--- src/sv/mcp_pkg.sv ---
package mcp_pkg;

  // default sizing of the pool
  localparam int unsigned PIPE_COUNT_DEF = 16;
  localparam int unsigned RING_BYTES_DEF = 256;

  // field widths of the channels
  localparam int unsigned KIND_W   = 2;
  localparam int unsigned DESC_W   = 5;
  localparam int unsigned BYTE_W   = 8;
  localparam int unsigned COUNT_W  = 7;
  localparam int unsigned STATUS_W = 3;
  localparam int unsigned PIDX_W   = 4;

  // longest run of bytes a single read returns
  localparam int unsigned MAX_RUN = 64;

  // queue depths
  localparam int unsigned CMDQ_DEPTH  = 2;
  localparam int unsigned OFIFO_DEPTH = 4;

  typedef enum logic [KIND_W-1:0] {
    KIND_OPEN  = 2'd0,
    KIND_WRITE = 2'd1,
    KIND_READ  = 2'd2,
    KIND_CLOSE = 2'd3
  } kind_e;

  typedef enum logic [STATUS_W-1:0] {
    ST_OK            = 3'd0,
    ST_FULL          = 3'd1,
    ST_WOULD_BLOCK   = 3'd2,
    ST_END_OF_DATA   = 3'd3,
    ST_WRONG_END     = 3'd4,
    ST_READER_CLOSED = 3'd5,
    ST_NO_FREE_PIPE  = 3'd6,
    ST_BAD_PIPE      = 3'd7
  } status_e;

  typedef enum logic {
    BK_IDLE = 1'b0,
    BK_RUN  = 1'b1
  } bk_state_e;

  // decoded command handed from front to back
  typedef struct packed {
    kind_e               kind;
    logic [PIDX_W-1:0]   pipe;
    logic                write_end;
    logic [BYTE_W-1:0]   wbyte;
    logic [COUNT_W-1:0]  count;
  } cmd_t;

  // one result transaction
  typedef struct packed {
    status_e             status;
    logic [BYTE_W-1:0]   read_byte;
    logic [PIDX_W-1:0]   pipe_index;
    logic                last;
  } out_item_t;

endpackage

--- src/sv/mcp_in_if.sv ---
interface mcp_in_if
  import mcp_pkg::*;
();
  logic               valid;
  logic               ready;
  logic [KIND_W-1:0]  kind;
  logic [DESC_W-1:0]  descriptor;
  logic [BYTE_W-1:0]  write_byte;
  logic [COUNT_W-1:0] count;

  modport source (
    output valid, kind, descriptor, write_byte, count,
    input  ready
  );

  modport sink (
    input  valid, kind, descriptor, write_byte, count,
    output ready
  );
endinterface

--- src/sv/mcp_front.sv ---
module mcp_front
  import mcp_pkg::*;
(
  input  logic        clk_i,
  input  logic        rst_ni,
  mcp_in_if.sink      in_i,
  output cmd_t        cmd_o,
  output logic        cmd_valid_o,
  input  logic        cmd_ready_i
);

  localparam int unsigned QPW = (CMDQ_DEPTH > 1) ? $clog2(CMDQ_DEPTH) : 1;
  localparam int unsigned QCW = $clog2(CMDQ_DEPTH + 1);

  cmd_t           q_q [CMDQ_DEPTH];
  logic [QPW-1:0] wr_q, wr_d;
  logic [QPW-1:0] rd_q, rd_d;
  logic [QCW-1:0] cnt_q, cnt_d;
  cmd_t           dec;
  logic           push, pop;

  // decode the incoming transaction
  always_comb begin
    dec.kind      = kind_e'(in_i.kind);
    dec.pipe      = in_i.descriptor[DESC_W-1:1];
    dec.write_end = in_i.descriptor[0];
    dec.wbyte     = in_i.write_byte;
    dec.count     = (in_i.count > COUNT_W'(MAX_RUN)) ? COUNT_W'(MAX_RUN) : in_i.count;
  end

  assign in_i.ready  = (cnt_q != QCW'(CMDQ_DEPTH));
  assign push        = in_i.valid && in_i.ready;
  assign cmd_valid_o = (cnt_q != '0);
  assign pop         = cmd_valid_o && cmd_ready_i;
  assign cmd_o       = q_q[rd_q];

  // queue pointers
  always_comb begin
    wr_d  = wr_q;
    rd_d  = rd_q;
    cnt_d = cnt_q;
    if (push) begin
      wr_d = (wr_q == QPW'(CMDQ_DEPTH - 1)) ? '0 : wr_q + 1'b1;
    end
    if (pop) begin
      rd_d = (rd_q == QPW'(CMDQ_DEPTH - 1)) ? '0 : rd_q + 1'b1;
    end
    if (push && !pop) begin
      cnt_d = cnt_q + 1'b1;
    end else if (pop && !push) begin
      cnt_d = cnt_q - 1'b1;
    end
  end

  always_ff @(posedge clk_i or negedge rst_ni) begin
    if (!rst_ni) begin
      wr_q  <= '0;
      rd_q  <= '0;
      cnt_q <= '0;
    end else begin
      wr_q  <= wr_d;
      rd_q  <= rd_d;
      cnt_q <= cnt_d;
    end
  end

  // queue storage
  always_ff @(posedge clk_i) begin
    if (push) begin
      q_q[wr_q] <= dec;
    end
  end

  // queue never holds more than its depth
  assert property (@(posedge clk_i) disable iff (!rst_ni)
    cnt_q <= QCW'(CMDQ_DEPTH))
    else $error("command queue overflow");

endmodule

--- src/flat_wrapper.sv ---
// flat-port wrapper written by rule: the top's interface ports become plain ports
module mcp_front_flat import mcp_pkg::*;
  (clk_i, rst_ni, cmd_o, cmd_valid_o, cmd_ready_i, in_i_valid, in_i_kind, in_i_descriptor, in_i_write_byte, in_i_count, in_i_ready);
  mcp_in_if in_i_i ();
  input  logic clk_i;
  input  logic rst_ni;
  output cmd_t cmd_o;
  output logic cmd_valid_o;
  input  logic cmd_ready_i;
  input wire logic [$bits(in_i_i.valid)-1:0] in_i_valid;
  input wire logic [$bits(in_i_i.kind)-1:0] in_i_kind;
  input wire logic [$bits(in_i_i.descriptor)-1:0] in_i_descriptor;
  input wire logic [$bits(in_i_i.write_byte)-1:0] in_i_write_byte;
  input wire logic [$bits(in_i_i.count)-1:0] in_i_count;
  output wire logic [$bits(in_i_i.ready)-1:0] in_i_ready;
  assign in_i_i.valid = in_i_valid;
  assign in_i_i.kind = in_i_kind;
  assign in_i_i.descriptor = in_i_descriptor;
  assign in_i_i.write_byte = in_i_write_byte;
  assign in_i_i.count = in_i_count;
  assign in_i_ready = in_i_i.ready;
  mcp_front u_core (.clk_i(clk_i), .rst_ni(rst_ni), .in_i(in_i_i), .cmd_o(cmd_o), .cmd_valid_o(cmd_valid_o), .cmd_ready_i(cmd_ready_i));
endmodule
--- config.mk ---
export PLATFORM = sky130hd
export DESIGN_NAME = mcp_front_flat
export DESIGN_NICKNAME = d
export VERILOG_FILES = /design/src/sv/mcp_pkg.sv /design/src/sv/mcp_in_if.sv /design/src/sv/mcp_front.sv /design/src/flat_wrapper.sv
export SDC_FILE = /design/constraint.sdc
export NUM_CORES = 1
export LEC_CHECK = 0
export BUFFER_PORTS_ARGS = -buffer_cell sky130_fd_sc_hd__buf_2
export CAP_MARGIN = 25
export CORE_ASPECT_RATIO = 0.6
export CORE_MARGIN = 2
export CORE_UTILIZATION = 40
export DETAILED_ROUTE_END_ITERATION = 7
export PLACE_DENSITY_LB_ADDON = 0.05
export SYNTH_ARGS = -nofsm -noshare
export SYNTH_HDL_FRONTEND = slang
export SYNTH_SLANG_ARGS = --single-unit
--- constraint.sdc ---
create_clock -name clk_i -period 2.45 [get_ports clk_i]
set_input_delay 0 -clock clk_i [delete_from_list [all_inputs] [get_ports clk_i]]
set_output_delay 0 -clock clk_i [all_outputs]
set_load 0.1 [all_outputs]
==> results of run 1 <==
critical path, cell delays in order (launching register included):
cell and delay (ns):
dfrtp_1 0.70, buf_8 0.23, mux2_2 0.34, buf_2 0.29
kinds of logic after synthesis:
| logic type | share of synthesized area (%) |
|---|---|
| adder cells (fa/ha/maj) | 0.6839 |
| buffers and inverters | 1.641 |
| multiplexers | 13.54 |
| flip-flops | 77.70 |
| AND/OR/NAND/NOR | 4.037 |
| XOR/XNOR | 2.394 |
flip-flops by register name, indices dropped and copies added, names as in the netlist:
register      cells
u_core.cnt_q      2
u_core.rd_q       1
u_core.q_q       44
u_core.wr_q       1
layout make-up:
class | count | area share [%]
Clock buffer | 5 | 2.774
Clock inverter | 3 | 2.774
Sequential cell | 48 | 57.29
Multi-Input combinational cell | 41 | 15.43
Inverter | 1 | 0.1513
Tap cell | 60 | 3.026
Timing Repair Buffer | 71 | 18.56
through the flow:
stage               setup slack (ns)  instances  util, %
global placement              0.6665        203    50.71
global route                  0.4941        229    58.29
CTS                           0.3053        228    57.94
detailed placement            0.6541        203    50.71
floorplan                     0.3631         93        -
finish                        0.5905        229    58.29
layer usage:
| layer | vias to the layer above | global-route usage, % |
|---|---|---|
| met5 | - | 0 |
| met4 | 0 | 5.844 |
| met3 | 5 | 5.369 |
| met2 | 29 | 20.74 |
| met1 | 474 | 14.64 |
| li1 | 496 | - |
cell usage after synthesis, drive strengths merged:
cell,instances,share of area [%]
clkbuf,1,0.21
xnor2,3,1.4
mux2,22,14
nor2,2,0.41
edfxtp,44,72
and3,1,0.34
dfrtp,4,5.5
or2,1,0.34
nor2b,6,2.1
buf,2,1.2
ha,1,0.68
inv,1,0.21
xor2,2,0.96
nand2b,1,0.34
nand2,2,0.55
how the worst max path moves through the flow:
| stage | start | end | slack [ns] | depth (start not counted) |
|---|---|---|---|---|
| global placement | u_core.rd_q | cmd_o[2] | 0.67 | 2 |
| CTS | u_core.rd_q | cmd_o[2] | 0.31 | 2 |
| global route | u_core.rd_q | cmd_o[13] | 0.49 | 3 |
| detailed placement | u_core.rd_q | cmd_o[2] | 0.65 | 2 |
| finish | u_core.rd_q | cmd_o[16] | 0.59 | 3 |
| floorplan | u_core.cnt_q[0] | u_core.q_q[0][0] | 0.36 | 3 |
==> results.json, run 1 <==
{
  "cts_buffers": 5,
  "postPlaceCellArea_um2": 2158,
  "rsz0062_at_grt": "no",
  "multi_input_area_um2": 382.9,
  "yosysSeqAreaShare_pct": 77.70,
  "coreArea_um2": 4257,
  "reg2reg_depth": 7,
  "drt_iter0_markers": 4,
  "cts_max_path_buffers": 2,
  "cts-root-buf": "clkbuf_8",
  "drtPass1Iterations": 4,
  "max_freq_mhz": 537.8,
  "worst_slew_pin_slew_ns": 0.5559,
  "avgRoutedWirePerCell_um": 13.26,
  "synth-seq-cells": 48,
  "path_class": "reg -> out",
  "maxCapViolCount": 0,
  "fillCellCount": 327,
  "status": "complete, no violations",
  "setup_violations": 0,
  "slew_viol_final": 0,
  "drt-total-wl_mm": 3.037,
  "timing.rr.end": "u_core.cnt_q[1]",
  "min_period_ns": 1.859,
  "hold_buffers": 17,
  "met3_length_um": 207,
  "cts_setup_buffers": 0,
  "cp.arrival_ns": 1.86,
  "critical_path_peak_fanout": 12,
  "final_cell_mix": "buf_2 (49), edfxtp_1 (44), mux2_2 (22), dlygate4sd3_1 (17), nor2b_1 (6)",
  "grt-ovfl-total": 0,
  "holdPathStages": 1,
  "yosysWarnings": 0,
  "port-buffer-count": 49,
  "seqCellArea_um2": 1421,
  "syn_area_um2": 1829,
  "clk_pin_slew_ns": 0.09,
  "grt_first_pass_wirelength_mm": 4.795,
  "syn_inst": 93,
  "fin_area_um2": 2481,
  "met1_length_mm": 1.350,
  "place_congestion": 0.6886,
  "num_antenna_cells": 0,
  "synth_fp_nets": 120,
  "grt_pass1_vias": 1060,
  "synthToLayoutAreaGrowth_pct": 35.64,
  "synth.distinct_cells": 16,
  "insertion_delay_ns": 0.30,
  "final_common_cell": "buf_2",
  "hold_path_class": "in -> reg",
  "io_pins": 50,
  "hold_ws_ns": 0.01734,
  "cts_resized": 0,
  "synth.avg_cell_area_um2": 19.67,
  "via_per_inst": 4.384,
  "period_share_pct": 75.90,
  "initial_core_util_pct": 42.97,
  "cts.sinks": 48,
  "die_y_um": 56.38,
  "dp_hpwl_mm": 1.993,
  "fin_skew_ns": 0.002248,
  "die_area_um2": 5148,
  "cp-end-kind": "output port",
  "crit_required_ns": 2.45,
  "reg2reg_slack_ns": 0.94,
  "grt_max_degree": 24,
  "worstHoldEndpoint": "u_core.q_q[1][6]",
  "routed.top_layer": "met4",
  "drive_gt1_share_pct": 51.48,
  "hold_viol_final": 0,
  "rows": 18,
  "route.met2.wl_mm": 1.441,
  "crit_path_start_kind": "flop",
  "timing.slew.headroom_pct": 62.94,
  "cts-htree-levels": 2,
  "die_w_um": 91.31,
  "fin_nets": 195,
  "r2r_start": "u_core.cnt_q[0]",
  "antenna_found_initial": 0,
  "drc": 0,
  "grt.total_usage_pct": 12.68,
  "fin_setup_tns_ns": 0,
  "ant_nets": 0,
  "tritoncts": "yes",
  "vias": 1004,
  "hold_start": "in_i_count[6]"
}
Power of run 1 is not shown: default switching activity piles up to over one toggle a cycle in this logic, so the estimate is an artifact.
==> run 2, diff against run 1 <==
==> constraint.sdc (replaced) <==
create_clock -name clk_i -period 1.8 [get_ports clk_i]
set_input_delay 0 -clock clk_i [delete_from_list [all_inputs] [get_ports clk_i]]
set_output_delay 0 -clock clk_i [all_outputs]
set_load 0.1 [all_outputs]
==> run 2 against run 1 <==
Against the previous run: clock skew rose by 0.0025 ns; wire length up 8.4%; flip-flop and latch count unchanged; sequential share of layout area shrank 6.2 points; global-route usage rose by 1.1 points; die area is the same; count of clock-buffer cells in the layout unchanged; final cell count increased by 0.44%; hold slack improved by 0.016 ns; critical path type is now reg -> reg.
==> results.json, run 2 (synthesized netlist as in run 1, its figures left out) <==
{
  "cp_common_cell": "xor2_1",
  "hold_viol_final": 0,
  "drive_gt1_share_pct": 51.76,
  "min_period_ns": 1.517,
  "avgRoutedWirePerCell_um": 14.32,
  "via_per_inst": 4.387,
  "maxCapViolCount": 0,
  "period_share_pct": 84.30,
  "tritoncts": "yes",
  "die_y_um": 56.38,
  "die_w_um": 91.31,
  "grt.total_usage_pct": 13.74,
  "cp.arrival_ns": 1.70,
  "cts.sinks": 48,
  "grt_pass1_vias": 1099,
  "postPlaceCellArea_um2": 2520,
  "cts_buffers": 5,
  "cts_setup_buffers": 0,
  "largest_reg_flops": 44,
  "vias": 1009,
  "io_pins": 50,
  "cp_cell_sequence": "or2_2 > nand2_2 > ha_1 > xor2_1 > nor2_1 > xor2_1",
  "coreArea_um2": 4257,
  "insertion_delay_ns": 0.29,
  "cts-htree-levels": 2,
  "final_cell_mix": "edfxtp_1 (44), buf_2 (27), buf_12 (23), mux2_2 (22), dlygate4sd3_1 (18)",
  "crit_slowest_cell": "dfrtp_1",
  "cts_max_path_buffers": 2,
  "setup_violations": 0,
  "critical_path_peak_fanout": 4,
  "r2r_start": "u_core.cnt_q[0]",
  "cpPeakStageDelay_ns": 0.44,
  "grt_max_degree": 17,
  "fin_nets": 196,
  "drtPass1Iterations": 4,
  "top_register": "u_core.q_q",
  "fin_area_um2": 2783,
  "route.met2.wl_mm": 1.542,
  "rows": 18,
  "cts-root-buf": "clkbuf_8",
  "crit_path_start_kind": "flop",
  "drc": 0,
  "fin_skew_ns": 0.004756,
  "max_freq_mhz": 659.0,
  "dp_hpwl_mm": 2.232,
  "worst_slew_pin_slew_ns": 0.4947,
  "utilization_pct": 65.37,
  "met1_length_mm": 1.546,
  "initial_core_util_pct": 42.97,
  "met3_length_um": 174,
  "biggestRegsByFlops": "u_core.q_q x44, u_core.cnt_q x2",
  "final_common_cell": "edfxtp_1",
  "timing.rr.end": "u_core.cnt_q[1]",
  "clk_pin_slew_ns": 0.08,
  "drt-total-wl_mm": 3.293,
  "grt_first_pass_wirelength_mm": 5.278,
  "crit_required_ns": 1.98,
  "hold_path_class": "in -> async",
  "reg2reg_depth": 6,
  "fin_setup_tns_ns": 0,
  "hold_ws_ns": 0.03373,
  "timing.slew.headroom_pct": 67.25,
  "grt-ovfl-total": 0,
  "slew_viol_final": 0,
  "antenna_found_initial": 0,
  "reg2reg_slack_ns": 0.28,
  "rsz0062_at_grt": "no",
  "cp-end-kind": "flop",
  "status": "complete, no violations",
  "synthToLayoutAreaGrowth_pct": 52.12,
  "port-buffer-count": 49,
  "num_antenna_cells": 0,
  "drt_iter0_markers": 44,
  "die_area_um2": 5148,
  "routed.top_layer": "met4",
  "place_congestion": 0.6833,
  "ant_nets": 0,
  "path_class": "reg -> reg"
}
[run 2: cell types whose count changed in the layout (fill, tap and decap cells not counted), moves of 2 or more]
cell and change:
bufinv_16 -2, buf_12 +23, clkinv_2 +2, buf_2 -22
[run 2: worst max path at each step]
| stage | from | to |
|---|---|---|
| detailed placement | u_core.cnt_q[0] | u_core.cnt_q[1] |
| finish | u_core.cnt_q[0] | u_core.cnt_q[1] |
| floorplan | u_core.cnt_q[0] | u_core.cnt_q[1] |
| global route | u_core.cnt_q[0] | u_core.cnt_q[1] |
| global placement | u_core.cnt_q[0] | u_core.cnt_q[1] |
| CTS | u_core.cnt_q[0] | u_core.cnt_q[1] |
[run 2: cell type report]
cell class,count,area (um2)
fill,298,1474
sequential,48,1421
timing repair buffer,72,805.8
tap,60,75.07
clock inverter,3,13.76
clock buffer,5,68.82
inverter,1,3.754
multi-input combinational,41,394.1
[run 2: per-layer routing]
metal	track usage, %	vias up
met5	0	-
met4	6.494	0
li1	-	497
met1	17.89	475
met3	4.430	3
met2	21.06	34
[run 2: per-stage QoR]
stage / cells / worst slack (ns)
2_1_floorplan: 93 / 0.09260
5_1_grt: 230 / 0.2084
6_report: 230 / 0.2825
3_5_place_dp: 204 / 0.2824
3_3_place_gp: 204 / 0.3887
4_1_cts: 230 / 0.2765
[run 2: repair_timing]
action | 4_1_cts | 5_1_grt
endpoints found under the hold margin | 37 | 0
gates resized for setup | 0 | 0
hold buffers | 18 | 0
[run 2: critical path, delay by kind of cell (launching register included)]
family | cells | cell delay (ns)
adders and majority gates | 1 | 0.18
xor gates and xnor gates | 2 | 0.29
DFF | 1 | 0.44
and+or+nand+nor | 3 | 0.51
Power of run 2 is left out for the same reason.
==> run 3, diff against run 2 <==
==> constraint.sdc (replaced) <==
create_clock -name clk_i -period 1.3 [get_ports clk_i]
set_input_delay 0 -clock clk_i [delete_from_list [all_inputs] [get_ports clk_i]]
set_output_delay 0 -clock clk_i [all_outputs]
set_load 0.1 [all_outputs]
==> run 3 against run 2 <==
Against the previous run: the run now ends with setup timing left; wire length grew 1.2%; die area did not move; count of clock-buffer cells in the layout increased by 1; via count is 4.4% higher; non-clock buffer count grew 3; largest cell class unchanged.
==> results.json, run 3 (synthesized netlist as in run 1, its figures left out) <==
{
  "status": "complete, but fails checks",
  "violations": "setup timing",
  "hold_viol_final": 0,
  "grt_max_degree": 23,
  "cts-root-buf": "clkbuf_8",
  "grt_first_pass_wirelength_mm": 5.354,
  "max_freq_mhz": 704.8,
  "cp-startpoint": "u_core.rd_q",
  "die_y_um": 56.38,
  "fin_nets": 199,
  "timing.slew.headroom_pct": 81.66,
  "place_congestion": 0.6550,
  "biggestRegsByFlops": "u_core.q_q x44, u_core.cnt_q x2",
  "cp-end-kind": "output port",
  "drt-total-wl_mm": 3.332,
  "tritoncts": "yes",
  "final_common_cell": "edfxtp_1",
  "drt_iter0_markers": 66,
  "setup_violations": 23,
  "rows": 18,
  "grt.total_usage_pct": 13.82,
  "cts_max_path_buffers": 2,
  "drtPass1Iterations": 4,
  "critical_path_peak_fanout": 6,
  "fin_ws_ns": -0.1188,
  "num_antenna_cells": 0,
  "cp.arrival_ns": 1.42,
  "grt_pass1_vias": 1189,
  "insertion_delay_ns": 0.29,
  "die_w_um": 91.31,
  "io_pins": 50,
  "avgRoutedWirePerCell_um": 14.30,
  "period_share_pct": 109.1,
  "maxCapViolCount": 0,
  "coreArea_um2": 4257,
  "min_period_ns": 1.419,
  "port-buffer-count": 49,
  "utilization_pct": 67.78,
  "r2r_start": "u_core.cnt_q[1]",
  "path_class": "reg -> out",
  "initial_core_util_pct": 42.97,
  "cts_buffers": 5,
  "grt-ovfl-total": 0,
  "final_cell_mix": "edfxtp_1 (44), buf_12 (26), buf_2 (25), mux2_2 (19), dlygate4sd3_1 (17)",
  "fin_cells": 233,
  "fin_skew_ns": 0.004511,
  "drive_gt1_share_pct": 54.34,
  "slew_viol_final": 0,
  "cts-htree-levels": 2,
  "largest_reg_flops": 44,
  "vias": 1053,
  "die_area_um2": 5148,
  "via_per_inst": 4.519,
  "clk_pin_slew_ns": 0.08,
  "cts.sinks": 48,
  "worst_slew_pin_slew_ns": 0.2774,
  "hold_path_class": "in -> reg",
  "ant_nets": 0,
  "crit_path_start_kind": "flop",
  "rsz0062_at_grt": "yes",
  "antenna_found_initial": 0,
  "fin_area_um2": 2885,
  "synthToLayoutAreaGrowth_pct": 57.73,
  "hold_ws_ns": 0.01520,
  "hold_start": "in_i_count[6]",
  "crit_required_ns": 1.30,
  "top_register": "u_core.q_q",
  "dp_cells": 207,
  "drc": 0,
  "postPlaceCellArea_um2": 2605
}
==> run 3: metal layers <==
layer  GRT usage (%)  vias to the layer above  share of wire (%)
li1                -                      502                  -
met1           16.09                      515                 42
met2           23.39                       32                 51
met3           5.772                        4                6.2
met4           4.545                        0                1.1
met5               0                        -                  0
==> run 3: worst paths after layout <==
path / cells past startpoint / slack (ns) / endpoint
min reg2reg: 1 / 0.56 / u_core.wr_q
min in group asynchronous: 2 / 0.06 / u_core.cnt_q[0]
max in group asynchronous: 2 / 1.13 / u_core.wr_q
min: 1 / 0.02 / u_core.q_q[1][6]
max: 3 / -0.12 / cmd_o[2]
max reg2reg: 6 / -0.07 / u_core.cnt_q[1]
==> run 3: final cells by class <==
cell class              count  area [um2]
flip-flops and latches     48        1421
fillers                   293        1371
repair buffers             75       868.3
multi-input cells          41       432.9
well taps                  60       75.07
clock buffers               6       72.57
clock inverters             2       11.26
inverters                   1       3.754
==> run 3: timing repair <==
action,4_1_cts,5_1_grt
hold endpoints to repair,35,0
pin swaps,2,0
gates resized for setup,1,6
buffers inserted,1,0
setup endpoints to repair,24,24
hold buffers,17,0
==> run 3: per-stage QoR <==
stage | TNS [ns] | setup slack, ns
after floorplan | -12.98 | -0.3037
after global placement | -0.03446 | -0.03446
after detailed placement | -0.1177 | -0.1177
after CTS | -2.798 | -0.1330
after global routing | -3.658 | -0.1726
final | -2.323 | -0.1188
==> run 3: worst max-delay path, stage by stage, from the launching register on <==
cell and delay [ns]:
dfrtp_1 0.40, buf_4 0.18, mux2_2 0.38, buf_12 0.17
Power of run 3 is left out for the same reason.
